==> config.mk <==
export PLATFORM = sky130hd
export DESIGN_NAME = fkf_sum
export DESIGN_NICKNAME = d
export VERILOG_FILES = /design/src/hdl/fkf_pkg.sv /design/src/hdl/fkf_sum.sv
export SDC_FILE = /design/constraint.sdc
export NUM_CORES = 1
export LEC_CHECK = 0
export BUFFER_PORTS_ARGS = -buffer_cell sky130_fd_sc_hd__buf_2
export CORE_MARGIN = 4
export CORE_UTILIZATION = 50
export DETAILED_ROUTE_END_ITERATION = 7
export PLACE_DENSITY_LB_ADDON = 0.08
export SYNTH_ARGS = -nofsm -noshare
export SYNTH_HDL_FRONTEND = slang
export SYNTH_SLANG_ARGS = --single-unit
==> constraint.sdc <==
create_clock -name clk -period 4.1 [get_ports clk]
set_input_delay 0.205 -clock clk [delete_from_list [all_inputs] [get_ports clk]]
set_output_delay 0.205 -clock clk [all_outputs]
set_load 0.05 [all_outputs]
==> src/hdl/fkf_pkg.sv <==
// Shared types, constants and helper functions of the 6x6 kernel filter.
`default_nettype none
package fkf_pkg;

  localparam int KSIZE          = 6;
  localparam int LINES          = KSIZE - 1;
  localparam int PIX_W          = 8;
  localparam int SLOT_W         = 3;
  localparam int LINE_WORD_W    = LINES * PIX_W;
  localparam int SUM_W          = 16;
  localparam int SAT_LIMIT      = 4080;
  localparam int PIX_MAX        = 255;

  localparam int DEF_MAX_WIDTH  = 2048;
  localparam int DEF_MAX_HEIGHT = 4096;
  localparam int RST_WIDTH      = 1280;
  localparam int RST_HEIGHT     = 1024;
  localparam int CFG_WIDTH_W    = 12;
  localparam int CFG_HEIGHT_W   = 13;
  localparam int CFG_DATA_W     = 13;
  localparam int CFG_INDEX_W    = 2;

  localparam int OQ_DEPTH       = 8;
  localparam int QPTR_W         = $clog2(OQ_DEPTH);
  localparam int PEND_W         = $clog2(OQ_DEPTH + 1);

  localparam int KERNEL [KSIZE][KSIZE] = '{
    '{1, 1,   1,   1, 1, 1},
    '{1, 2,   3,   3, 2, 1},
    '{1, 3, -13, -13, 3, 1},
    '{1, 3, -13, -13, 3, 1},
    '{1, 2,   3,   3, 2, 1},
    '{1, 1,   1,   1, 1, 1}
  };

  typedef enum logic [CFG_INDEX_W-1:0] {
    REG_IMAGE_WIDTH  = 2'd0,
    REG_IMAGE_HEIGHT = 2'd1
  } cfg_reg_t;

  typedef logic signed [SUM_W-1:0] rsum_t;

  typedef struct packed {
    logic emit;
    logic row_end;
    logic frame_end;
  } fkf_tag_t;

  typedef struct packed {
    logic [PIX_W-1:0] pix;
    logic             row_end;
    logic             frame_end;
  } fkf_res_t;

  // Clamp a programmed size to the supported range; zero counts as one.
  function automatic int eff_size(input int v, input int lim);
    int r;
    r = v;
    if (v > lim) begin
      r = lim;
    end else if (v == 0) begin
      r = 1;
    end
    return r;
  endfunction

endpackage
`default_nettype wire

==> src/hdl/fkf_sum.sv <==
// Final kernel sum, saturation and scaling of one window.
`default_nettype none
module fkf_sum
  import fkf_pkg::*;
(
  input  wire logic     clk,
  input  wire logic     rst_n,
  input  wire logic     rs_valid,
  input  wire fkf_tag_t rs_tag,
  input  wire rsum_t    rs_sum [KSIZE],
  output logic          push,
  output fkf_res_t      res,
  output logic          drop
);

  rsum_t    total;
  fkf_res_t res_nxt;
  fkf_res_t res_r;
  logic     push_r;

  always_comb begin
    total = '0;
    for (int i = 0; i < KSIZE; i++) begin
      total = total + rs_sum[i];
    end
    if (total > rsum_t'(SAT_LIMIT)) begin
      res_nxt.pix = PIX_W'(PIX_MAX);
    end else if (total < 0) begin
      res_nxt.pix = '0;
    end else begin
      res_nxt.pix = total[PIX_W+3:4];
    end
    res_nxt.row_end   = rs_tag.row_end;
    res_nxt.frame_end = rs_tag.frame_end;
  end

  // Positions outside the valid window range leave the pipeline here.
  assign drop = rs_valid && !rs_tag.emit;

  always_ff @(posedge clk) begin
    res_r <= res_nxt;
    if (!rst_n) begin
      push_r <= 1'b0;
    end else begin
      push_r <= rs_valid && rs_tag.emit;
    end
  end

  assign push = push_r;
  assign res  = res_r;

endmodule
`default_nettype wire

After elaboration in Yosys (flattened, before gate mapping)
Cells that the tools add are included.
- flip-flop bits (word level): 11
- input bits: 102
- output and inout port bits: 12
- logic and storage cells: 15
- add/sub/neg operators: 5
- magnitude comparators: 2
- muxes and demuxes: 1
- reductions and logical operators: 3
- operator list (kind ; number):
    16-bit adder ; 5
    16-bit by 13-bit > comparator with 1-bit output (second input constant) ; 1
    16-bit by 1-bit less-than comparator with 1-bit output (second input constant) ; 1
    8-bit 2-to-1 mux ; 1
    1-bit logical AND ; 2
    1-bit logical NOT ; 1

Longest topological paths before layout
- word-level depth: 7
- gate-level depth with buffers: 15
- depth with buffers taken out: 15

Worst setup path before layout
OpenSTA, ideal clock, no wires.
- kind: input to register
- start point: input rs_sum[11] (netlist name)
- end point: register res_r, in the netlist res[2]
- library setup time: 0.115 ns
- data arrival time: 3.548 ns
- data required time: 3.985 ns
- slack: 0.438 ns
- stages on the path: 14
- cells stage by stage: inv_1 fa_1 inv_1 fa_1 inv_1 fa_1 inv_1 ha_1 a21o_1 or4_1 o22ai_2 xor2_2 nand4_4 o21a_1
- cells in the longest elaborated chain, start to end: 3
- elaborated cells on any way between the ends: 4
- classes of those cells: add/sub (1); order compare (2); mux (1)
- ends and longest elaborated chain (what ; line ; RTL):
    from (decl) ; fkf_sum.sv:10 ; input wire rsum_t rs_sum [KSIZE],
    16-bit adder * ; fkf_sum.sv:24 ; total = total + rs_sum[i];
    16-bit by 1-bit less-than comparator with 1-bit output ; fkf_sum.sv:28 ; end else if (total < 0) begin
    8-bit 2-to-1 mux ; fkf_sum.sv:28 ;
    to (signal assigned) ; fkf_sum.sv:41 ; res_r <= res_nxt;
    to (decl) ; fkf_sum.sv:18 ; fkf_res_t res_r;
Every way passes the cells marked *; elsewhere a longest branch is shown, timed or not.
A chain may end at the register's enable or synchronous reset.

Final worst setup path
- start point: input rs_sum[7] (netlist name)
- end point: register res_r, in the netlist res[4]
The elaborated chain is that of the path after synthesis.

==> impl_results.md <==
- Met1 usage: 0.195
- Final setup violation count: 0
- # DRC: 0
- Via Count: 2158
- Highest-delay cell along the critical path: fa_1
- Core area: 5170 um2
- CP Class: input port to flop
- Die Wd: 81.5 um
- Port-buffer cells: 113
- CTS clk-pin slew, worst paths: 0.05 ns
- Distinct cells, synth: 33
- CTS Buf Count: 3
- Clock sink total: 11
- Total congestion overflow: 0
- Crit path capture type: flop
- Tmin final: 3.69 ns
- Die ar.: 6640 um2
- Met3 GRT Util: 0.0132
- PostCTS Resize Cnt: 0
- Cells after Synth: 309
- Worst rel slew slack: 0.737
- Post-CTS Setup Repair Bufs: 0
- Antenna fix cells: 0
- RSZ-0062 raised after global routing: false
- Pwr Total: 0.00214 W
- Mapped Area: 2700 um2
- CP Data Required Time: 4.28 ns
- Max-slew violation count: 0
- Tcrit/Tclk final: 0.899
- Vias in the first global route: 2098
- F_max: 271 MHz
- Worst min-delay path category: input port to flop
- Post-DP HPWL: 4.46 mm
- Area delta synth->final: 25.8%
- Crit path max fanout: 8
- Number of synthesized flops with an enable pin: 0
- DRT iter0 DRCs: 50
- Hold Vio Cnt, Final: 0
- Hold buffers post-CTS: 0
- PD cells: 629 nW/um2
- Row cnt: 26
- Global-route wire length before repair: 8.17 mm
- Top_reg_cell synth: dfxtp_1
- Top cell by count, worst path: inv_1
- All-Layer GR Usage: 0.150
- GRT Max-Usage Layer: met2
- Die Y: 81.5 um
- Syn nets: 484
- CTS tree: done
- Clock Tree Buf Depth: 2
- Crit path buf inv count: 5
- Crit-path leading delay family: adder cells
- Yosys reg bits: 11
- Critical-path cell list: buf_2 -> inv_1 -> fa_1 -> inv_1 -> fa_1 -> inv_1 -> fa_1 -> inv_1 -> ha_1 -> and4_4 -> a21o_1 -> a211oi_1 -> o31ai_2 -> xnor2_2 -> o21a_1
- Root Driver: clkbuf_8
- NumNets Final: 602
- Static Leak: 2.07 nW
- Fraction of layout cells with a size suffix above 1: 0.289
- Wire per inst: 9.46 um
- Yosys top cell by area: fa_1
- Top-area cell type share of the netlist area: 0.437
- I/O Pins: 114
- Largest net degree at the start of global routing: 9
- H-tree levels: 1
- Final TNS setup: 0 ns
- ANT nets after route: 0
- CP peak stage delay: 0.54 ns
- Maxcap violations: 0
- Slew @ Worst Pin: 0.395 ns
- Initial core utilization: 0.522
- Met2 usage: 0.274
- Pre-antenna DRT Iters: 4
- Seq/Total Area, Yosys: 0.0815
- Most common cell after layout, fill and taps aside: inv_1
- DR vias/cell: 4.35
- CP Launch Type: input port
- Top cells by area, synth: fa_1 44%, inv_1 20%, dfxtp_1 8.2%, ha_1 6.5%, xnor2_1 4.2%
- Synthesis warning total: 0
- RePlAce Congestion: 0.779
- Mean cell area of the mapped netlist: 8.74 um2
- Worst EP arrival: 3.86 ns
- Final wirelength: 4.69 mm
- Most frequent cells in the layout: 146 x inv_1, 113 x buf_2, 59 x fa_1
- Initial antenna violation count: 0
- Max IR drop VDD: 0.357 mV
- Ys async rst share: 0
- Status: complete, no violations
power breakdown:
group	total, W	switching (W)	leakage [nW]	internal [W]
combinational	0.00185	0.00108	1.96	0.000770
clock	0.000105	0.0000372	0.0228	0.0000680
sequential	0.000182	0.0000127	0.0926	0.000169
layer usage:
metal,wire (um),up-vias
met3,349,4
li1,-,1083
met4,36,0
met2,2530,66
met5,0,-
met1,1780,1005
kinds of logic after synthesis:
logic type      Yosys count  share of synthesized area
fa+ha+maj                73                      0.502
compound gates           36                     0.0903
flops                    11                     0.0815
xor+xnor                 20                     0.0704
simple gates             23                     0.0528
buf+inv                 146                      0.203
synth_stat cells, types with 2 or more instances:
master    count
o21bai_1      2
fa_1         59
xor2_1        5
xnor2_1      13
o21a_1        8
dfxtp_1      11
ha_1         14
a21oi_1       9
inv_1       146
nand3_1       2
nor2b_1       4
o22ai_1       2
o21ai_1       3
nor2_1        4
a21o_1        3
o21ai_0       3
nand2_1       5
state kept, by name, summed over array words and instances (netlist names):
register / flops
push: 1
res: 10
worst paths after layout:
check	startpoint	end	slack, ns	cells past startpoint
worst max-delay path	rs_sum[7]	res[4]	0.41	15
worst min-delay path	rs_tag[1]	res[1]	0.07	1
metrics by stage:
step / hold slack [ns] / util / area, um2 / setup slack [ns] / std cells
2_1_floorplan: 0.233 / - / 2700 / 0.438 / 309
6_report: 0.0699 / 0.657 / 3400 / 0.415 / 496
5_1_grt: 0.0618 / 0.657 / 3400 / 0.187 / 496
3_3_place_gp: 0.308 / 0.649 / 3350 / 0.213 / 492
4_1_cts: 0.0673 / 0.657 / 3400 / 0.393 / 496
3_5_place_dp: 0.309 / 0.649 / 3350 / 0.150 / 492
final cells by class:
class                      instances  area (um2)
inverter                         146         548
multi-input combinational        152        1930
clock buffer                       4        45.0
fill                             427        1770
timing repair buffer             113         566
tap                               70        87.6
sequential                        11         220
Note: power is estimated with default switching activity, not from simulation.
