**src/hdl/fkf_pkg.sv**
```systemverilog
// Shared types, constants and helper functions of the 6x6 kernel filter.
`default_nettype none
package fkf_pkg;

  localparam int KSIZE          = 6;
  localparam int LINES          = KSIZE - 1;
  localparam int PIX_W          = 8;
  localparam int SLOT_W         = 3;
  localparam int LINE_WORD_W    = LINES * PIX_W;
  localparam int SUM_W          = 16;
  localparam int SAT_LIMIT      = 4080;
  localparam int PIX_MAX        = 255;

  localparam int DEF_MAX_WIDTH  = 2048;
  localparam int DEF_MAX_HEIGHT = 4096;
  localparam int RST_WIDTH      = 1280;
  localparam int RST_HEIGHT     = 1024;
  localparam int CFG_WIDTH_W    = 12;
  localparam int CFG_HEIGHT_W   = 13;
  localparam int CFG_DATA_W     = 13;
  localparam int CFG_INDEX_W    = 2;

  localparam int OQ_DEPTH       = 8;
  localparam int QPTR_W         = $clog2(OQ_DEPTH);
  localparam int PEND_W         = $clog2(OQ_DEPTH + 1);

  localparam int KERNEL [KSIZE][KSIZE] = '{
    '{1, 1,   1,   1, 1, 1},
    '{1, 2,   3,   3, 2, 1},
    '{1, 3, -13, -13, 3, 1},
    '{1, 3, -13, -13, 3, 1},
    '{1, 2,   3,   3, 2, 1},
    '{1, 1,   1,   1, 1, 1}
  };

  typedef enum logic [CFG_INDEX_W-1:0] {
    REG_IMAGE_WIDTH  = 2'd0,
    REG_IMAGE_HEIGHT = 2'd1
  } cfg_reg_t;

  typedef logic signed [SUM_W-1:0] rsum_t;

  typedef struct packed {
    logic emit;
    logic row_end;
    logic frame_end;
  } fkf_tag_t;

  typedef struct packed {
    logic [PIX_W-1:0] pix;
    logic             row_end;
    logic             frame_end;
  } fkf_res_t;

  // Clamp a programmed size to the supported range; zero counts as one.
  function automatic int eff_size(input int v, input int lim);
    int r;
    r = v;
    if (v > lim) begin
      r = lim;
    end else if (v == 0) begin
      r = 1;
    end
    return r;
  endfunction

endpackage
`default_nettype wire

```
**src/hdl/fkf_outq.sv**
```systemverilog
// Small result queue that decouples the filter pipeline from the output handshake.
`default_nettype none
module fkf_outq
  import fkf_pkg::*;
(
  input  wire logic     clk,
  input  wire logic     rst_n,
  input  wire logic     push,
  input  wire fkf_res_t push_data,
  input  wire logic     pop,
  output logic          q_valid,
  output fkf_res_t      q_data
);

  fkf_res_t          q_r [OQ_DEPTH];
  logic [QPTR_W-1:0] wr_ptr_r;
  logic [QPTR_W-1:0] rd_ptr_r;
  logic [PEND_W-1:0] cnt_r;
  logic [PEND_W-1:0] cnt_nxt;

  always_comb begin
    cnt_nxt = cnt_r;
    if (push && !pop) begin
      cnt_nxt = cnt_r + PEND_W'(1);
    end else if (pop && !push) begin
      cnt_nxt = cnt_r - PEND_W'(1);
    end
  end

  always_ff @(posedge clk) begin
    if (push) begin
      q_r[wr_ptr_r] <= push_data;
    end
    if (!rst_n) begin
      wr_ptr_r <= '0;
      rd_ptr_r <= '0;
      cnt_r    <= '0;
    end else begin
      cnt_r <= cnt_nxt;
      if (push) begin
        wr_ptr_r <= wr_ptr_r + QPTR_W'(1);
      end
      if (pop) begin
        rd_ptr_r <= rd_ptr_r + QPTR_W'(1);
      end
    end
  end

  assign q_valid = (cnt_r != '0);
  assign q_data  = q_r[rd_ptr_r];

endmodule
`default_nettype wire

```
**config.mk**
```make
export PLATFORM = sky130hd
export DESIGN_NAME = fkf_outq
export DESIGN_NICKNAME = d
export VERILOG_FILES = /design/src/hdl/fkf_pkg.sv /design/src/hdl/fkf_outq.sv
export SDC_FILE = /design/constraint.sdc
export NUM_CORES = 1
export LEC_CHECK = 0
export ABC_AREA = 1
export BUFFER_PORTS_ARGS = -buffer_cell sky130_fd_sc_hd__buf_2
export CAP_MARGIN = 40
export CORE_MARGIN = 4
export CORE_UTILIZATION = 54
export DETAILED_ROUTE_END_ITERATION = 6
export GPL_TIMING_DRIVEN = 0
export HOLD_SLACK_MARGIN = 0.03
export PLACE_DENSITY = 0.75
export SYNTH_ARGS = -nofsm -noshare
export SYNTH_HDL_FRONTEND = slang
export SYNTH_SLANG_ARGS = --single-unit
export TNS_END_PERCENT = 30
```
**constraint.sdc**
```tcl
create_clock -name clk -period 1.35 [get_ports clk]
set_input_delay 0.27 -clock clk [delete_from_list [all_inputs] [get_ports clk]]
set_output_delay 0.27 -clock clk [all_outputs]
set_load 0.01 [all_outputs]
```
==> Yosys cells after proc, flatten, opt, wreduce, memory -nomap -nowiden <==
Memories as Yosys holds them, arrays and structs flattened. A register that Yosys moved wholly into a read port is not among the register bits.
Index checks and enable logic that the tools add are counted.
W data, S select, Z words.
{ "totals": {"ff_bits": 10, "ramBits": 80, "input_bits": 14, "out_inout_bits": 11, "word_cells": 20, "n_memories": 1} }
{ "mem_list": {"columns": ["name", "depth", "width", "read_ports", "rd_ports_with_merged_regs", "write_ports", "line_no", "text"], "rows": [
  ["q_r", 8, 10, 1, 1, 1, "fkf_outq.sv:15", "fkf_res_t q_r [OQ_DEPTH];"]
]} }
{ "op_classes": {"add_sub_neg": 4, "n_mux": 6, "n_reduce_logical": 6} }
{ "ops": {"columns": ["operator", "n"], "rows": [
  ["$mux W4", 2],
  ["$add A3 B1 Y3 const B", 2],
  ["$mux W3", 2],
  ["$add A4 B1 Y4 const B", 1],
  ["$reduce_bool A4 Y1", 1],
  ["$sub A4 B1 Y4 const B", 1],
  ["$logic_and A1 B1 Y1", 2],
  ["$logic_not A1 Y1", 2],
  ["$mux W1", 2],
  ["$reduce_bool A2 Y1", 1]
]} }

==> Depth between registers and ports, before layout <==
{ "logic_depth": {"depth_word": 4, "ltp_mapped": 11, "ltp_nobuf": 11} }

==> Worst setup path before layout <==
Ideal clock, no wire load.
{ "synth_timing": {"path_type": "flip-flop to flip-flop", "startpoint": "register wr_ptr_r[0]", "endpoint": "memory q_r[4][0] (netlist name) (enable)", "setup_time_ps": 376, "t_arrival_ps": 1049, "required_ps": 974, "slack_ps": -75, "stages_incl_launch_ff": 3, "n_path_buf": 0, "period_less_slack_ps": 1425, "cell_sequence": "dfxtp_1 > or2_1 > nor2_1"} }
{ "synth_rtl": {"columns": ["element", "line_no", "text"], "rows": [
  ["from (decl)", "fkf_outq.sv:16", "logic [QPTR_W-1:0] wr_ptr_r;"],
  ["from (signal assigned)", "fkf_outq.sv:41", "wr_ptr_r <= wr_ptr_r + QPTR_W'(1);"],
  ["to (decl)", "fkf_outq.sv:15", null]
]} }
Straight into the memory's write port.

==> reports/metrics.cfg <==
[finish]
syn2layout_area_growth_pct = 16.45
antenna_cells = 0
num-fill-cells = 527
drive_above_1_share = 0.2195
layout.nets = 416

[synth]
synth.yosys.seq_area_share = 0.6905
yosys_warnings = 0
syn_avg_cell_area_um2 = 10.92
synthCells = 353
synthDistinctLibCells = 17
syn-num-nets = 373
synth-seq-cells = 93
syn_area_um2 = 3856

[timing]
drv_slew = 0
layout_setup_ws_ps = -483.9
fin_tns_setup_ps = -4379
tightest_slew_ps = 403.4
rsz0062_at_grt = yes
slew_headroom = 0.7310
finalCritPeriodShare = 1.358
finClkSkew_ps = 6.989
fmax_ghz = 0.5453
min_period_ps = 1834
setup_viol = 10
finalHoldViolations = 0

[global_routing]
grt.total_usage = 0.1920
grt_pass1_vias = 2466
grt_max_degree = 16
grt_pass1_wl_um = 12250
overflow = 0
antenna_found_initial = 0

[run_status]
failed_checks = negative setup slack
run_status = finished with violations

[routing]
via_per_inst = 5.149
drtAntennaViolNets = 0
wl_um = 7840
dr.pass1.iters = 4
first_iter_violations = 216
vias = 2559
remaining_drc_errors = 0
wl_per_cell_um = 15.77

[cts]
clk_pin_slew_worst_paths_ps = 90
clkLatencyLatePin_ps = 350
ctsHoldBuffers = 0
clock_sinks = 93
cts_tree = yes
htreeDepth = 3
clockRootBuffer = clkbuf_8
clock_path_buffers = 2
cts_buffers = 9

[floorplanning]
die-area_um2 = 8557
die_h_um = 92.51
core_um2 = 6869
die_x_um = 92.51
fp-row-count = 30
start_util = 0.5614
io_pins = 25

[setup_path]
path_depth = 7
slowest_delay_ps = 440
cp.arrival_ps = 1560
path_buf_inv = 3
reg2reg_depth = 3
worst-r2r-setup-slack_ps = 40
worstPathCellList = inv_2 -> buf_6 -> o21ai_2 -> nand2_1 -> nand2_1 -> nand2_1 -> buf_2
required_ps = 1080
r2r_end = q_r[2][5]
critPathCaptureType = output pin
cp_common_cell = nand2_1
cp_max_fo = 10
r2r_start = wr_ptr_r[0]
critical_path.endpoint = q_data[7]
worstSetupPathType = reg -> out
cp_slowest_cell = dfxtp_4
crit_path_start_kind = register
critPathTopFamily = flip-flops

[power]
leakage_nw = 1.717
power_density_nw_per_um2 = 1283
ir_worst_vdd_v = 0.0006800

[min_path]
hp-start = push_data[8]
min-delay-path-class = in -> reg

[placed_design]
pre_cts_ws_ps = -364.1
portBuffers = 24
gp_congestion = 0.7945
dp_hpwl_um = 5291

[run]
cap_violations = 0

## state kept, by name (all words and copies together), names as in the netlist, named ones only
| register | count |
|---|---|
| cnt_r | 4 |
| wr_ptr_r | 3 |
| rd_ptr_r | 3 |
| q_r | 80 |
## synth_stat cells
cell,n,share of area
o21ai_1,46,0.060
nor2_1,99,0.096
xor2_1,1,0.0023
inv_1,11,0.011
nand3_1,4,0.0052
a21oi_1,6,0.0078
xnor2_1,1,0.0023
buf_2,4,0.0052
fa_1,1,0.0052
inv_2,4,0.0039
buf_1,1,0.00097
nand2_1,66,0.064
edfxtp_1,80,0.62
buf_6,9,0.026
dfxtp_1,13,0.067
ha_1,5,0.016
or2_1,2,0.0032
## metal layers
metal  global-route usage  vias to the layer above  part of all wire  routed length [µm]
li1                     -                     1268                 -                   -
met1               0.2455                     1213              0.43                3364
met2               0.3305                       67              0.51                3960
met3              0.04224                       11             0.053                 417
met4              0.05322                        0             0.012                  97
met5                    0                        -                 0                   0
## power breakdown
group	internal (mW)	leakage, nW	switching [mW]
Clock	0.657	0.0821	0.934
Sequential	3.21	0.835	0.0604
Combinational	0.369	0.799	0.530
## cell type report
cell class                 count  area, µm²  share of cell area
tap                           96      120.1             0.02675
clock buffer                   9      123.9             0.02758
clock inverter                 7      41.29            0.009195
timing repair buffer          33      246.5             0.05489
sequential                    93       2670              0.5946
buffer                        13      125.1             0.02786
multi-input combinational    231       1107              0.2466
inverter                      15      56.30             0.01254
## worst min path at each step
stage,to,slack (ps),cells past startpoint
2_1_floorplan,q_r[0][0],370,0
3_3_place_gp,wr_ptr_r[0],480,2
3_5_place_dp,wr_ptr_r[0],500,2
4_1_cts,q_r[6][0],190,1
5_1_grt,q_r[5][0],190,1
6_report,q_r[1][8],210,1
## timing repair
item / 4_1_cts / 5_1_grt
resized for setup: 11 / 31
pin swaps: 0 / 5
gates cloned: 1 / 0
setup buffers: 0 / 1
endpoints found under the setup margin: 32 / 53
## logic make-up (layout without fill, tap and decap cells)
group | Yosys count | in the layout | share of synthesized area
XOR/XNOR | 2 | 2 | 0.004543
flip-flops | 93 | 93 | 0.6905
AO/OA/AOI/OAI | 52 | 52 | 0.06749
buffers and inverters | 29 | 77 | 0.04705
adder cells (fa/ha/maj) | 6 | 6 | 0.02141
AND/OR/NAND/NOR | 171 | 171 | 0.1690
## stage by stage
stage          area (µm²)  power (mW)  utilization  hold slack [ps]  instances
6_report             4491       5.760       0.6537            207.4        497
5_1_grt              4491       6.017       0.6537            191.3        497
3_3_place_gp         4096       4.078       0.5964            484.1        473
2_1_floorplan        3856       3.839            -            368.9        353
4_1_cts              4367       5.709       0.6357            191.9        496
3_5_place_dp         4149       4.117       0.6040            500.6        480
## layout by cell type, fill, tap and decap left out, types with 7 or more instances in the layout
cell type  synthesis  layout
nand2_1           66      62
inv_1             11      10
buf_2              4      25
nor2_1            99      86
nor2_2             0       7
o21ai_1           46      44
edfxtp_1          80      80
buf_6              9      10
clkbuf_8           0       9
dfxtp_1           13       9
Note: power is estimated with default switching activity, not from simulation.
