**src/hdl/fkf_pkg.sv**
```systemverilog
// Shared types, constants and helper functions of the 6x6 kernel filter.
`default_nettype none
package fkf_pkg;

  localparam int KSIZE          = 6;
  localparam int LINES          = KSIZE - 1;
  localparam int PIX_W          = 8;
  localparam int SLOT_W         = 3;
  localparam int LINE_WORD_W    = LINES * PIX_W;
  localparam int SUM_W          = 16;
  localparam int SAT_LIMIT      = 4080;
  localparam int PIX_MAX        = 255;

  localparam int DEF_MAX_WIDTH  = 2048;
  localparam int DEF_MAX_HEIGHT = 4096;
  localparam int RST_WIDTH      = 1280;
  localparam int RST_HEIGHT     = 1024;
  localparam int CFG_WIDTH_W    = 12;
  localparam int CFG_HEIGHT_W   = 13;
  localparam int CFG_DATA_W     = 13;
  localparam int CFG_INDEX_W    = 2;

  localparam int OQ_DEPTH       = 8;
  localparam int QPTR_W         = $clog2(OQ_DEPTH);
  localparam int PEND_W         = $clog2(OQ_DEPTH + 1);

  localparam int KERNEL [KSIZE][KSIZE] = '{
    '{1, 1,   1,   1, 1, 1},
    '{1, 2,   3,   3, 2, 1},
    '{1, 3, -13, -13, 3, 1},
    '{1, 3, -13, -13, 3, 1},
    '{1, 2,   3,   3, 2, 1},
    '{1, 1,   1,   1, 1, 1}
  };

  typedef enum logic [CFG_INDEX_W-1:0] {
    REG_IMAGE_WIDTH  = 2'd0,
    REG_IMAGE_HEIGHT = 2'd1
  } cfg_reg_t;

  typedef logic signed [SUM_W-1:0] rsum_t;

  typedef struct packed {
    logic emit;
    logic row_end;
    logic frame_end;
  } fkf_tag_t;

  typedef struct packed {
    logic [PIX_W-1:0] pix;
    logic             row_end;
    logic             frame_end;
  } fkf_res_t;

  // Clamp a programmed size to the supported range; zero counts as one.
  function automatic int eff_size(input int v, input int lim);
    int r;
    r = v;
    if (v > lim) begin
      r = lim;
    end else if (v == 0) begin
      r = 1;
    end
    return r;
  endfunction

endpackage
`default_nettype wire

```
**src/hdl/fkf_window.sv**
```systemverilog
// Line-store write-back with forwarding, 6x6 window registers and weighted row sums.
`default_nettype none
module fkf_window
  import fkf_pkg::*;
#(
  parameter int ADDR_W = 11
) (
  input  wire logic                   clk,
  input  wire logic                   rst_n,
  input  wire logic                   p1_valid,
  input  wire fkf_tag_t               p1_tag,
  input  wire logic [SLOT_W-1:0]      p1_slot,
  input  wire logic [ADDR_W-1:0]      p1_addr,
  input  wire logic [PIX_W-1:0]       p1_pix,
  input  wire logic [LINE_WORD_W-1:0] rd_word,
  output logic                        wr_en,
  output logic      [ADDR_W-1:0]      wr_addr,
  output logic      [LINE_WORD_W-1:0] wr_data,
  output logic                        rs_valid,
  output fkf_tag_t                    rs_tag,
  output rsum_t                       rs_sum [KSIZE]
);

  logic [LINE_WORD_W-1:0] fwd_word_r;
  logic [ADDR_W-1:0]      fwd_addr_r;
  logic                   fwd_valid_r;
  logic [LINE_WORD_W-1:0] word;
  logic [LINE_WORD_W-1:0] new_word;
  logic [PIX_W-1:0]       colv [KSIZE];
  logic [PIX_W-1:0]       win_r [KSIZE][KSIZE];
  logic                   win_valid_r;
  fkf_tag_t               win_tag_r;
  rsum_t                  rs_nxt [KSIZE];
  rsum_t                  rs_sum_r [KSIZE];
  logic                   rs_valid_r;
  fkf_tag_t               rs_tag_r;

  // The previous item wrote its word in the same cycle this item read it, so the
  // RAM returned the stale word.
  assign word = (fwd_valid_r && (fwd_addr_r == p1_addr)) ? fwd_word_r : rd_word;

  always_comb begin
    logic [SLOT_W:0] sidx;
    sidx = '0;
    new_word = word;
    new_word[p1_slot*PIX_W +: PIX_W] = p1_pix;
    for (int k = 0; k < LINES; k++) begin
      sidx = {1'b0, p1_slot} + (SLOT_W+1)'(k);
      if (sidx >= (SLOT_W+1)'(LINES)) begin
        sidx = sidx - (SLOT_W+1)'(LINES);
      end
      colv[k] = word[sidx*PIX_W +: PIX_W];
    end
    colv[LINES] = p1_pix;
  end

  assign wr_en   = p1_valid;
  assign wr_addr = p1_addr;
  assign wr_data = new_word;

  always_ff @(posedge clk) begin
    fwd_word_r <= new_word;
    fwd_addr_r <= p1_addr;
    win_tag_r  <= p1_tag;
    if (!rst_n) begin
      fwd_valid_r <= 1'b0;
      win_valid_r <= 1'b0;
      for (int i = 0; i < KSIZE; i++) begin
        for (int j = 0; j < KSIZE; j++) begin
          win_r[i][j] <= '0;
        end
      end
    end else begin
      fwd_valid_r <= p1_valid;
      win_valid_r <= p1_valid;
      if (p1_valid) begin
        for (int i = 0; i < KSIZE; i++) begin
          for (int j = 0; j < KSIZE - 1; j++) begin
            win_r[i][j] <= win_r[i][j+1];
          end
          win_r[i][KSIZE-1] <= colv[i];
        end
      end
    end
  end

  always_comb begin
    for (int i = 0; i < KSIZE; i++) begin
      rs_nxt[i] = '0;
      for (int j = 0; j < KSIZE; j++) begin
        rs_nxt[i] = rs_nxt[i] + rsum_t'(KERNEL[i][j]) * rsum_t'({1'b0, win_r[i][j]});
      end
    end
  end

  always_ff @(posedge clk) begin
    rs_tag_r <= win_tag_r;
    for (int i = 0; i < KSIZE; i++) begin
      rs_sum_r[i] <= rs_nxt[i];
    end
    if (!rst_n) begin
      rs_valid_r <= 1'b0;
    end else begin
      rs_valid_r <= win_valid_r;
    end
  end

  assign rs_valid = rs_valid_r;
  assign rs_tag   = rs_tag_r;
  assign rs_sum   = rs_sum_r;

endmodule
`default_nettype wire

```
**config.mk**
```make
export PLATFORM = sky130hd
export DESIGN_NAME = fkf_window
export DESIGN_NICKNAME = d
export VERILOG_FILES = /design/src/hdl/fkf_pkg.sv /design/src/hdl/fkf_window.sv
export SDC_FILE = /design/constraint.sdc
export NUM_CORES = 1
export LEC_CHECK = 0
export BUFFER_PORTS_ARGS = -buffer_cell sky130_fd_sc_hd__buf_4
export CORE_UTILIZATION = 55
export DETAILED_ROUTE_END_ITERATION = 8
export PLACE_DENSITY = 0.72
export RECOVER_POWER = 50
export SYNTH_ARGS = -nofsm -noshare
export SYNTH_HDL_FRONTEND = slang
export SYNTH_SLANG_ARGS = --single-unit
```
**constraint.sdc**
```tcl
create_clock -name clk -period 17.65 [get_ports clk]
set_clock_uncertainty 0.2 [all_clocks]
set_input_delay 0 -clock clk [delete_from_list [all_inputs] [get_ports clk]]
set_output_delay 0 -clock clk [all_outputs]
set_load 0.03 [all_outputs]
```
* Yosys cells after proc, flatten, opt, wreduce, memory -nomap -nowiden *
Memory sizes are Yosys's and may differ from the RTL's.
Index checks and enable logic that the tools add are counted.
W data, S select, Z words.

operators by class
  muxes and demuxes = 47
  $lt $le $gt $ge = 5
  bitwise logic cells = 36
  reductions and logical operators = 1
  multiply operators = 12
  add/sub/neg operators = 40
  eq/ne operators = 1
  shift-type cells = 7

operators with widths
  cell                       count
  $mux W8                    36
  $shiftx A40 B8 Y8          5
  $mul A2 B8 Y10 const A     8
  $mul A5 B9 Y14 const A     4
  $bwmux W40                 1
  $mux W40                   1
  $shift A8 B34 Y40 const A  1
  $shiftx A8 B34 Y40         1
  $or A1 B1 Y1               36
  $neg A6 Y34                1
  $add A15 B14 Y16           2
  $add A16 B11 Y16           2
  $add A16 B9 Y16            2
  $add A12 B14 Y15           2
  $add A13 B8 Y14            2
  $add A12 B8 Y13            2
  $add A12 B9 Y13            2
  $add A11 B10 Y12           2
  $add A11 B8 Y12            2
  $add A10 B10 Y11           2
  $add A10 B8 Y11            2
  $add A8 B10 Y11            2
  $add A8 B9 Y10             2
  $add A9 B8 Y10             2
  12 further kinds           27

storage, ports and cells
  logic and storage cells = 166
  RAM bits = 288
  input bits = 68
  memories kept = 1
  output and inout port bits = 152
  flip-flop bits (word level) = 145

memory list
  name   depth  bits a word  read ports  clocked after memory_dff  write ports  line              source
  win_r  6      48           6           0                         6            fkf_window.sv:30  logic [PIX_W-1:0] win_r [KSIZE][KSIZE];

* Logic depth before layout (Yosys ltp) *
Gate-level depths: netlist of run 1.
An unclocked memory read counts as a cell.

  depth in word-level cells = 7
  mapped depth = 27
  gate-level depth less buffers = 27

* Worst setup path after synthesis of run 1 *
OpenSTA, ideal clock, no wires.

  path type = in2reg
  start = input port p1_valid
  end = memory win_r[0][0] (netlist name), enable pin
  path slack = 9.592 ns
  required time = 16.748 ns
  arrival = 7.156 ns
  library setup time = 0.702 ns
  buffers on the path = 1
  stages = 2
  path through = clkbuf_1 -> nand2b_1

RTL lines
  item         line              source
  from (decl)  fkf_window.sv:10  input wire logic p1_valid,
  to (decl)    fkf_window.sv:30

==> qor.log, run 1 <==
qor: synthesis.avgSynthCellArea 11.2 µm²
qor: run_status.violations capacitance limit, slew limit
qor: final_layout.layout-drive-gt1-share 7.42%
qor: detailed_routing.detailroute.via_count 20.8k
qor: critical_path.rr_endpoint rs_sum[44]
qor: detailed_routing.drt_iter0_markers 1517
qor: synthesis.xor_and_xnor_fraction_of_the_mapped_netlist_area 2.34%
qor: sta.maxSlewViolCount 627
qor: synthesis.netlist_instances 2681
qor: place.place.gp.congestion 0.919
qor: synthesis.synth-adder-area-share 28.0%
qor: pwr.total_power 5.05 mW
qor: final_layout.mostFrequentLayoutCells 385 x inv_1, 288 x edfxtp_1, 285 x fa_1
qor: clock_network.max-clock-path-buffers 3
qor: global_routing.first_global_vias 21.8k
qor: sta.fmaxAchievable 102 MHz
qor: clock_network.insertion_delay 0.61 ns
qor: detailed_routing.routed_via_density 5.68
qor: critical_path.path_class primary input to flop
qor: synthesis.synth_compound_area_share 8.46%
qor: sta.timing.final.ws_setup 7.82 ns
qor: detailed_routing.drt.antenna.violating_nets 0
qor: floorplanning.placementRows 85
qor: detailed_routing.firstDrtPassIters 6
qor: pwr.p_seq_share 26.3%
qor: pwr.sw_frac_of_total 40.1%
qor: clock_network.clock_sinks 425
qor: sta.timing.slew.headroom -165%
qor: job.drv.max_cap_violation_count 8
qor: floorplanning.core_region_area 53800 µm²
qor: floorplanning.floorplan.io_pins 220
qor: synthesis.asyncSetResetFlopFracSynth 0%
qor: pwr.worst_ir_drop_vdd 0.000134 V
qor: synthesis.yosysUniqueCellTypes 69
qor: final_layout.final_cells 3664
qor: run_status.status finished with violations
qor: critical_path.path_common_cell clkbuf_1
qor: place.dp_slack 10.53 ns
qor: final_layout.most_frequent_standard_cell_in_the_layout_excluding_fill_and_tap_cells inv_1
qor: detailed_routing.routed_wl 73.4 mm
qor: global_routing.grt_start_max_net_pins 104
qor: critical_path.data_required_time_of_the_worst_path 17.89 ns
qor: synthesis.seq_area_frac_synth 38.0%
qor: place.detailed_place.area 31800 µm²
qor: critical_path.cp.arrival 10.08 ns
qor: synthesis.synth-warning-count 0
qor: synthesis.synth.area.mux_share 5.36%
qor: floorplanning.die_h 235 µm
qor: final_layout.layout.nets 3494
qor: critical_path.setup.worst_path.start_class primary input
qor: critical_path.critical-path-max-stage-delay 2.33 ns
qor: floorplanning.fp.dieW 235 µm
qor: sta.final_cycle_share 55.7%
qor: place.dp_cells 3468
qor: clock_network.cts.root.buffer_cell clkbuf_16
qor: sta.final-setup-viol-count 0
qor: sta.hold_viol_final 0
qor: floorplanning.initial_core_util 55.6%
qor: critical_path.cpMaxStageDelayCell clkbuf_1
qor: pwr.netSwitchingPower 2.02 mW
qor: place.place.port_buffers 201
qor: synthesis.netlist_area 29900 µm²
qor: sta.rsz0062_at_grt no
qor: pwr.clkPwrFrac 20.8%
qor: place.post-dp-hpwl 52.5 mm
qor: worst_hold_path.timing.hold.worst.class primary input to flop
qor: final_layout.final_core_util 63.2%
qor: final_layout.post-route-cell-area 34000 µm²
qor: worst_hold_path.worst_hold_path.num_cells 3
qor: worst_hold_path.min_from p1_slot[0]
qor: critical_path.cp_cell_sequence dlygate4sd3_1 > clkbuf_1 > clkbuf_1 > nand2_2 > clkbuf_1 > inv_1 > o311a_1 > o21ai_0 > nor4_2 > a21oi_1 > o21ai_1 > dlygate4sd3_1
qor: global_routing.antenna_violations_before_repair 4
qor: synthesis.synth-seq-cells 425
qor: worst_hold_path.hold_path_end win_r[0][198]
qor: detailed_routing.drc_errors 0
qor: detailed_routing.route.detailed.wl_per_inst 20.0 µm
qor: sta.worstMarginPinSlew 3.97 ns
qor: critical_path.end_kind flop
qor: pwr.power.combinational.fraction 52.9%
qor: synthesis.dominantRegCellSynth edfxtp_1
qor: pwr.total_leakage_power 15.8 nW
qor: critical_path.timing.reg2reg.worst_path_depth 24
qor: global_routing.grt_remaining_overflow 0
qor: synthesis.largest_family_of_logic_cells_by_synthesized_area adder cells
qor: clock_network.cts.htree.levels 2
qor: global_routing.grt_pass1_wl 118 mm
qor: floorplanning.floorplan.die_area 55400 µm²
qor: pwr.p_per_area 148 nW/µm²
qor: clock_network.clock_tree_from_tritoncts done
qor: critical_path.r2r_slack 10.44 ns
qor: final_layout.area.growth.synth_to_final 13.6%
qor: synthesis.number_of_flops_mapped_to_enable_cells_by_yosys 288
qor: sta.hold-worst-slack 0.111 ns
qor: synthesis.synth_simple_gate_area_share 10.4%
qor: critical_path.critical_path.max_fanout 94
qor: clock_network.clk_pin_slew_worst_paths 0.07 ns
qor: global_routing.grtUsageTotal 27.2%
qor: sta.fin_crit 9.83 ns
qor: sta.totalNegativeSetupSlack 0 ns
qor: critical_path.crit-reg2reg-launch win_r[0][176]
qor: clock_network.cts_buffers 49
qor: pwr.cellInternalPower 3.02 mW
qor: critical_path.critical_path.startpoint p1_valid
-- cells by family after synthesis --
group	count (synthesis)
xor+xnor	79
buf+inv	527
flops	425
other cells	1
mux	129
fa+ha+maj	500
compound gates	404
simple gates	616
-- routing by layer --
layer	global-route usage, %	up-vias	wire length [µm]
met5	0	-	23
met4	10.6	4	2730
met3	3.80	167	4580
met2	46.0	730	35800
met1	35.5	10300	30300
li1	-	9606	-
-- Yosys cell counts, drive strengths merged, types with 3 or more instances --
library cell    n  area (µm²)
o22ai          44         275
xor2           27         236
and2            7        43.8
o32ai           3        26.3
xnor2          52         463
a22oi           8        60.1
or2             3        18.8
a21oi         110         577
o21a           13        97.6
nor2          154         578
nor2b          39         244
mux4           22         495
fa            285        5710
o21ai          99         495
or4             3        22.5
a21boi          5        37.5
nand2         128         480
a21o           24         180
ha            215        2690
o221ai          5        43.8
a41oi           3        26.3
nand4          14        87.6
dfxtp         137        2740
o31ai           3        36.3
nand3          10        50.1
nor3           43         220
a32oi           4        35.0
a31oi          22         144
inv           386        1450
mux2i         106        1100
a211oi         45         348
buf            79         523
nand2b         22         138
and3          184        1150
clkbuf         62         233
edfxtp        288        8650
-- layout make-up --
class | instances | area, µm²
fillers | 4302 | 19800
multi-input cells | 1746 | 16400
flip-flops and latches | 425 | 11400
repair buffers | 318 | 2230
inverters | 386 | 1450
clock buffers | 70 | 1370
well taps | 696 | 871
clock inverters | 21 | 269
diodes | 2 | 5.00
-- how the worst max path moves through the flow --
stage | slack (ns) | to | cells past startpoint
after CTS | 10.45 | rs_sum[44] | 24
after global routing | 6.94 | win_r[0][159] | 6
final | 7.82 | win_r[0][51] | 12
after floorplan | 9.59 | win_r[0][0] | 2
after global placement | 10.69 | rs_sum[44] | 24
after detailed placement | 10.53 | rs_sum[62] | 24
-- worst max-delay path: cells and delay by family --
family,cells,cell delay (ns)
buffers and inverters,6,8.11
AOI/OAI and AO/OA,4,1.13
and+or+nand+nor,2,0.76
-- flip-flops by register name (all words and copies together), names as in the netlist --
signal       cells
win_tag_r        3
win_r          288
fwd_word_r      40
fwd_addr_r      11
win_valid_r      1
rs_valid         1
rs_tag           3
rs_sum          78
-- power groups by stage --
stage               clock, mW  sequential, mW  combinational, mW
floorplan                   0            1.51               1.92
global placement            0            1.35               2.62
global route             1.11            1.34               3.06
detailed placement          0            1.35               2.72
CTS                      1.07            1.33               2.78
finish                   1.05            1.33               2.67
-- repair_timing --
item	in CTS	in global routing
gates resized for setup	0	0
hold endpoints to repair	193	0
buffers inserted	0	0
hold buffers	103	0
Power figures use the tool's default switching activity.
==> run 2, diff against run 1 <==
--- a/config.mk
+++ b/config.mk
@@ -8,7 +8,7 @@
 export BUFFER_PORTS_ARGS = -buffer_cell sky130_fd_sc_hd__buf_4
 export CORE_UTILIZATION = 55
 export DETAILED_ROUTE_END_ITERATION = 8
-export PLACE_DENSITY = 0.72
+export PLACE_DENSITY = 0.75
 export RECOVER_POWER = 50
 export SYNTH_ARGS = -nofsm -noshare
 export SYNTH_HDL_FRONTEND = slang
==> constraint.sdc (replaced) <==
create_clock -name clk -period 8.95 [get_ports clk]
set_clock_uncertainty 0.2 [all_clocks]
set_input_delay 0 -clock clk [delete_from_list [all_inputs] [get_ports clk]]
set_output_delay 0 -clock clk [all_outputs]
set_load 0.03 [all_outputs]
==> run 2 against run 1 <==
Against the previous run: the flow still finishes with violations (capacitance limit, slew limit); clock power up 95%; first-iteration DRC count up 11%; cell area about the same; setup slack worse by 6.1 ns; non-clock buffer count down 2; largest cell class unchanged; critical path depth up 12; cell count about the same; routed wire length up 0.76%; critical endpoint is now rs_sum[44].
==> qor.log, run 2 (same netlist as run 1, synthesis figures left out) <==
qor: floorplanning.floorplan.die_area 55400 µm² [unchanged]
qor: sta.totalNegativeSetupSlack 0 ns [unchanged]
qor: sta.maxSlewViolCount 530 [was 627]
qor: global_routing.grt_pass1_wl 118 mm [about the same]
qor: detailed_routing.routed_wl 74.0 mm [was 73.4 mm]
qor: critical_path.path_common_cell fa_1 [was clkbuf_1]
qor: sta.hold-worst-slack 0.0691 ns [was 0.111 ns]
qor: sta.worstMarginPinSlew 3.68 ns [was 3.97 ns]
qor: worst_hold_path.timing.hold.worst.class primary input to flop [unchanged]
qor: sta.final-setup-viol-count 0 [unchanged]
qor: pwr.total_leakage_power 15.8 nW [about the same]
qor: detailed_routing.route.detailed.wl_per_inst 20.2 µm [was 20.0 µm]
qor: detailed_routing.drc_errors 0 [unchanged]
qor: clock_network.clk_pin_slew_worst_paths 0.06 ns [was 0.07 ns]
qor: pwr.total_power 9.98 mW [was 5.05 mW]
qor: floorplanning.core_region_area 53800 µm² [unchanged]
qor: pwr.power.combinational.fraction 53.2% [was 52.9%]
qor: final_layout.mostFrequentLayoutCells 385 x inv_1, 288 x edfxtp_1, 285 x fa_1 [unchanged]
qor: pwr.sw_frac_of_total 40.7% [was 40.1%]
qor: critical_path.path_class flop to flop [was primary input to flop]
qor: critical_path.cpMaxStageDelayCell fa_1 [was clkbuf_1]
qor: final_layout.most_frequent_standard_cell_in_the_layout_excluding_fill_and_tap_cells inv_1 [unchanged]
qor: worst_hold_path.hold_path_end win_r[0][198] [unchanged]
qor: final_layout.layout.nets 3492 [was 3494]
qor: critical_path.setup.worst_path.start_class flop [was primary input]
qor: critical_path.cp_cell_sequence fa_1 > ha_1 > inv_1 > fa_1 > nor2b_1 > o21ai_0 > a21boi_0 > o21ai_0 > a21oi_1 > nand2b_1 > fa_1 > fa_1 > inv_1 > fa_1 > inv_1 > fa_1 > inv_1 > fa_1 > ha_1 > ha_1 > or4_1 > a41oi_1 > nor2b_1 > xnor2_1 [was dlygate4sd3_1 > clkbuf_1 > clkbuf_1 > nand2_2 > clkbuf_1 > inv_1 > o311a_1 > o21ai_0 > nor4_2 > a21oi_1 > o21ai_1 > dlygate4sd3_1]
qor: sta.final_cycle_share 81.2%
qor: clock_network.insertion_delay 0.61 ns [about the same]
qor: sta.timing.slew.headroom -145% [was -165%]
qor: detailed_routing.drt.antenna.violating_nets 0 [unchanged]
qor: sta.rsz0062_at_grt no [unchanged]
qor: final_layout.filler_cell_count 4265 [was 4302]
qor: pwr.clkPwrFrac 20.6% [was 20.8%]
qor: pwr.p_seq_share 26.3% [about the same]
qor: floorplanning.fp.dieW 235 µm [unchanged]
qor: pwr.cellInternalPower 5.91 mW [was 3.02 mW]
qor: global_routing.antenna_violations_before_repair 2 [was 4]
qor: pwr.netSwitchingPower 4.06 mW [was 2.02 mW]
qor: worst_hold_path.min_from p1_slot[0] [unchanged]
qor: clock_network.cts_buffers 49 [unchanged]
qor: detailed_routing.detailroute.via_count 20.9k [was 20.8k]
qor: global_routing.first_global_vias 21.8k [about the same]
qor: floorplanning.floorplan.io_pins 220 [unchanged]
qor: floorplanning.initial_core_util 55.6% [unchanged]
qor: critical_path.crit-reg2reg-launch win_r[0][177] [was win_r[0][176]]
qor: critical_path.end_kind flop [unchanged]
qor: critical_path.r2r_slack 1.69 ns [was 10.44 ns]
qor: clock_network.cts.root.buffer_cell clkbuf_16 [unchanged]
qor: clock_network.cts_post_setup_buffers_inserted 0 [unchanged]
qor: critical_path.path_delay_family adder cells [was buffers and inverters]
qor: detailed_routing.routed_via_density 5.72 [was 5.68]
qor: pwr.p_per_area 293 nW/µm² [was 148 nW/µm²]
qor: floorplanning.placementRows 85 [unchanged]
qor: run_status.violations capacitance limit, slew limit [unchanged]
qor: sta.hold_viol_final 0 [unchanged]
qor: critical_path.critical-path-max-stage-delay 0.56 ns [was 2.33 ns]
qor: pwr.worst_ir_drop_vdd 0.000258 V [was 0.000134 V]
qor: critical_path.cp.arrival 7.60 ns [was 10.08 ns]
qor: sta.fin_crit 7.26 ns
qor: clock_network.max-clock-path-buffers 3 [unchanged]
qor: place.post-dp-hpwl 52.1 mm [was 52.5 mm]
qor: critical_path.critical_path.max_fanout 5 [was 94]
qor: sta.fmaxAchievable 138 MHz
qor: clock_network.cts.htree.levels 2 [unchanged]
qor: detailed_routing.firstDrtPassIters 6 [unchanged]
qor: critical_path.critical_path_cell_count 24 [was 12]
qor: critical_path.data_required_time_of_the_worst_path 9.28 ns [was 17.89 ns]
qor: worst_hold_path.worst_hold_path.num_cells 3 [unchanged]
qor: final_layout.area.growth.synth_to_final 13.5% [was 13.6%]
qor: global_routing.grt_start_max_net_pins 186 [was 104]
qor: final_layout.final_core_util 63.2% [about the same]
qor: critical_path.rr_endpoint rs_sum[44] [unchanged]
qor: global_routing.grt_remaining_overflow 0 [unchanged]
qor: final_layout.number_of_flip_flops_under_the_largest_register_name 288 [unchanged]
qor: run_status.status finished with violations [unchanged]
qor: clock_network.clock_tree_from_tritoncts done [unchanged]
qor: detailed_routing.drt_iter0_markers 1681 [was 1517]
qor: final_layout.layout-drive-gt1-share 7.45% [was 7.42%]
qor: clock_network.clock_sinks 425 [unchanged]
qor: critical_path.critical_path.n_buffers_inverters 4 [was 6]
qor: critical_path.timing.reg2reg.worst_path_depth 24 [unchanged]
qor: floorplanning.die_h 235 µm [unchanged]
qor: global_routing.grtUsageTotal 27.1% [was 27.2%]
qor: place.place.port_buffers 201 [unchanged]
qor: place.place.gp.congestion 0.918 [was 0.919]
qor: job.drv.max_cap_violation_count 7 [was 8]
qor: final_layout.regMostFlops win_r [unchanged]
==> run 2: worst max-delay path by stage <==
stage	start	slack, ns	to
floorplan	p1_valid	0.89	win_r[0][0]
global placement	win_r[0][176]	2.00	rs_sum[44]
detailed placement	win_r[0][129]	1.79	rs_sum[60]
CTS	win_r[0][177]	1.74	rs_sum[44]
global route	win_r[0][128]	1.16	rs_sum[61]
finish	win_r[0][177]	1.69	rs_sum[44]
==> run 2: per-stage QoR <==
step                      setup slack [ns]  instances  instance area (µm²)
after floorplan                      0.892       2698                30000
after global placement                2.00       3468                31800
after detailed placement              1.79       3468                31800
after CTS                             1.74       3661                34400
after global routing                  1.16       3662                34000
final                                 1.69       3662                34000
==> run 2: metal layers <==
| metal | track usage [%] | part of all wire, % | vias up |
|---|---|---|---|
| li1 | - | - | 9596 |
| met1 | 35.6 | 41 | 10400 |
| met2 | 45.7 | 49 | 754 |
| met3 | 3.92 | 6.7 | 179 |
| met4 | 10.2 | 3.5 | 2 |
| met5 | 0 | 0.011 | - |
==> run 2: tightest hold or removal path: stages <==
cell	delay (ns)
buf_4	0.31
a211o_1	0.33
o21ai_0	0.09
==> run 2: repair_timing <==
action / 4_1_cts / 5_1_grt
hold buffers: 101 / 0
resized for setup: 0 / 0
endpoints found under the hold margin: 199 / 0
setup endpoints to repair: 0 / 0
==> run 2: layout make-up <==
cell class | instances | area (µm²) | share of cell area (%)
diodes | 1 | 2.50 | 0.00736
clock buffers | 61 | 1300 | 3.83
clock inverters | 31 | 334 | 0.983
inverters | 386 | 1450 | 4.26
multi-input cells | 1746 | 16400 | 48.3
flip-flops and latches | 425 | 11400 | 33.5
well taps | 696 | 871 | 2.56
repair buffers | 316 | 2220 | 6.52
==> run 2: power groups by stage <==
| stage | Combinational [mW] | Clock, mW | Sequential, mW |
|---|---|---|---|
| 6_report | 5.30 | 2.05 | 2.62 |
| 5_1_grt | 6.02 | 2.16 | 2.65 |
| 4_1_cts | 5.48 | 2.10 | 2.63 |
| 3_5_place_dp | 5.38 | 0 | 2.67 |
| 3_3_place_gp | 5.13 | 0 | 2.66 |
| 2_1_floorplan | 3.79 | 0 | 2.99 |
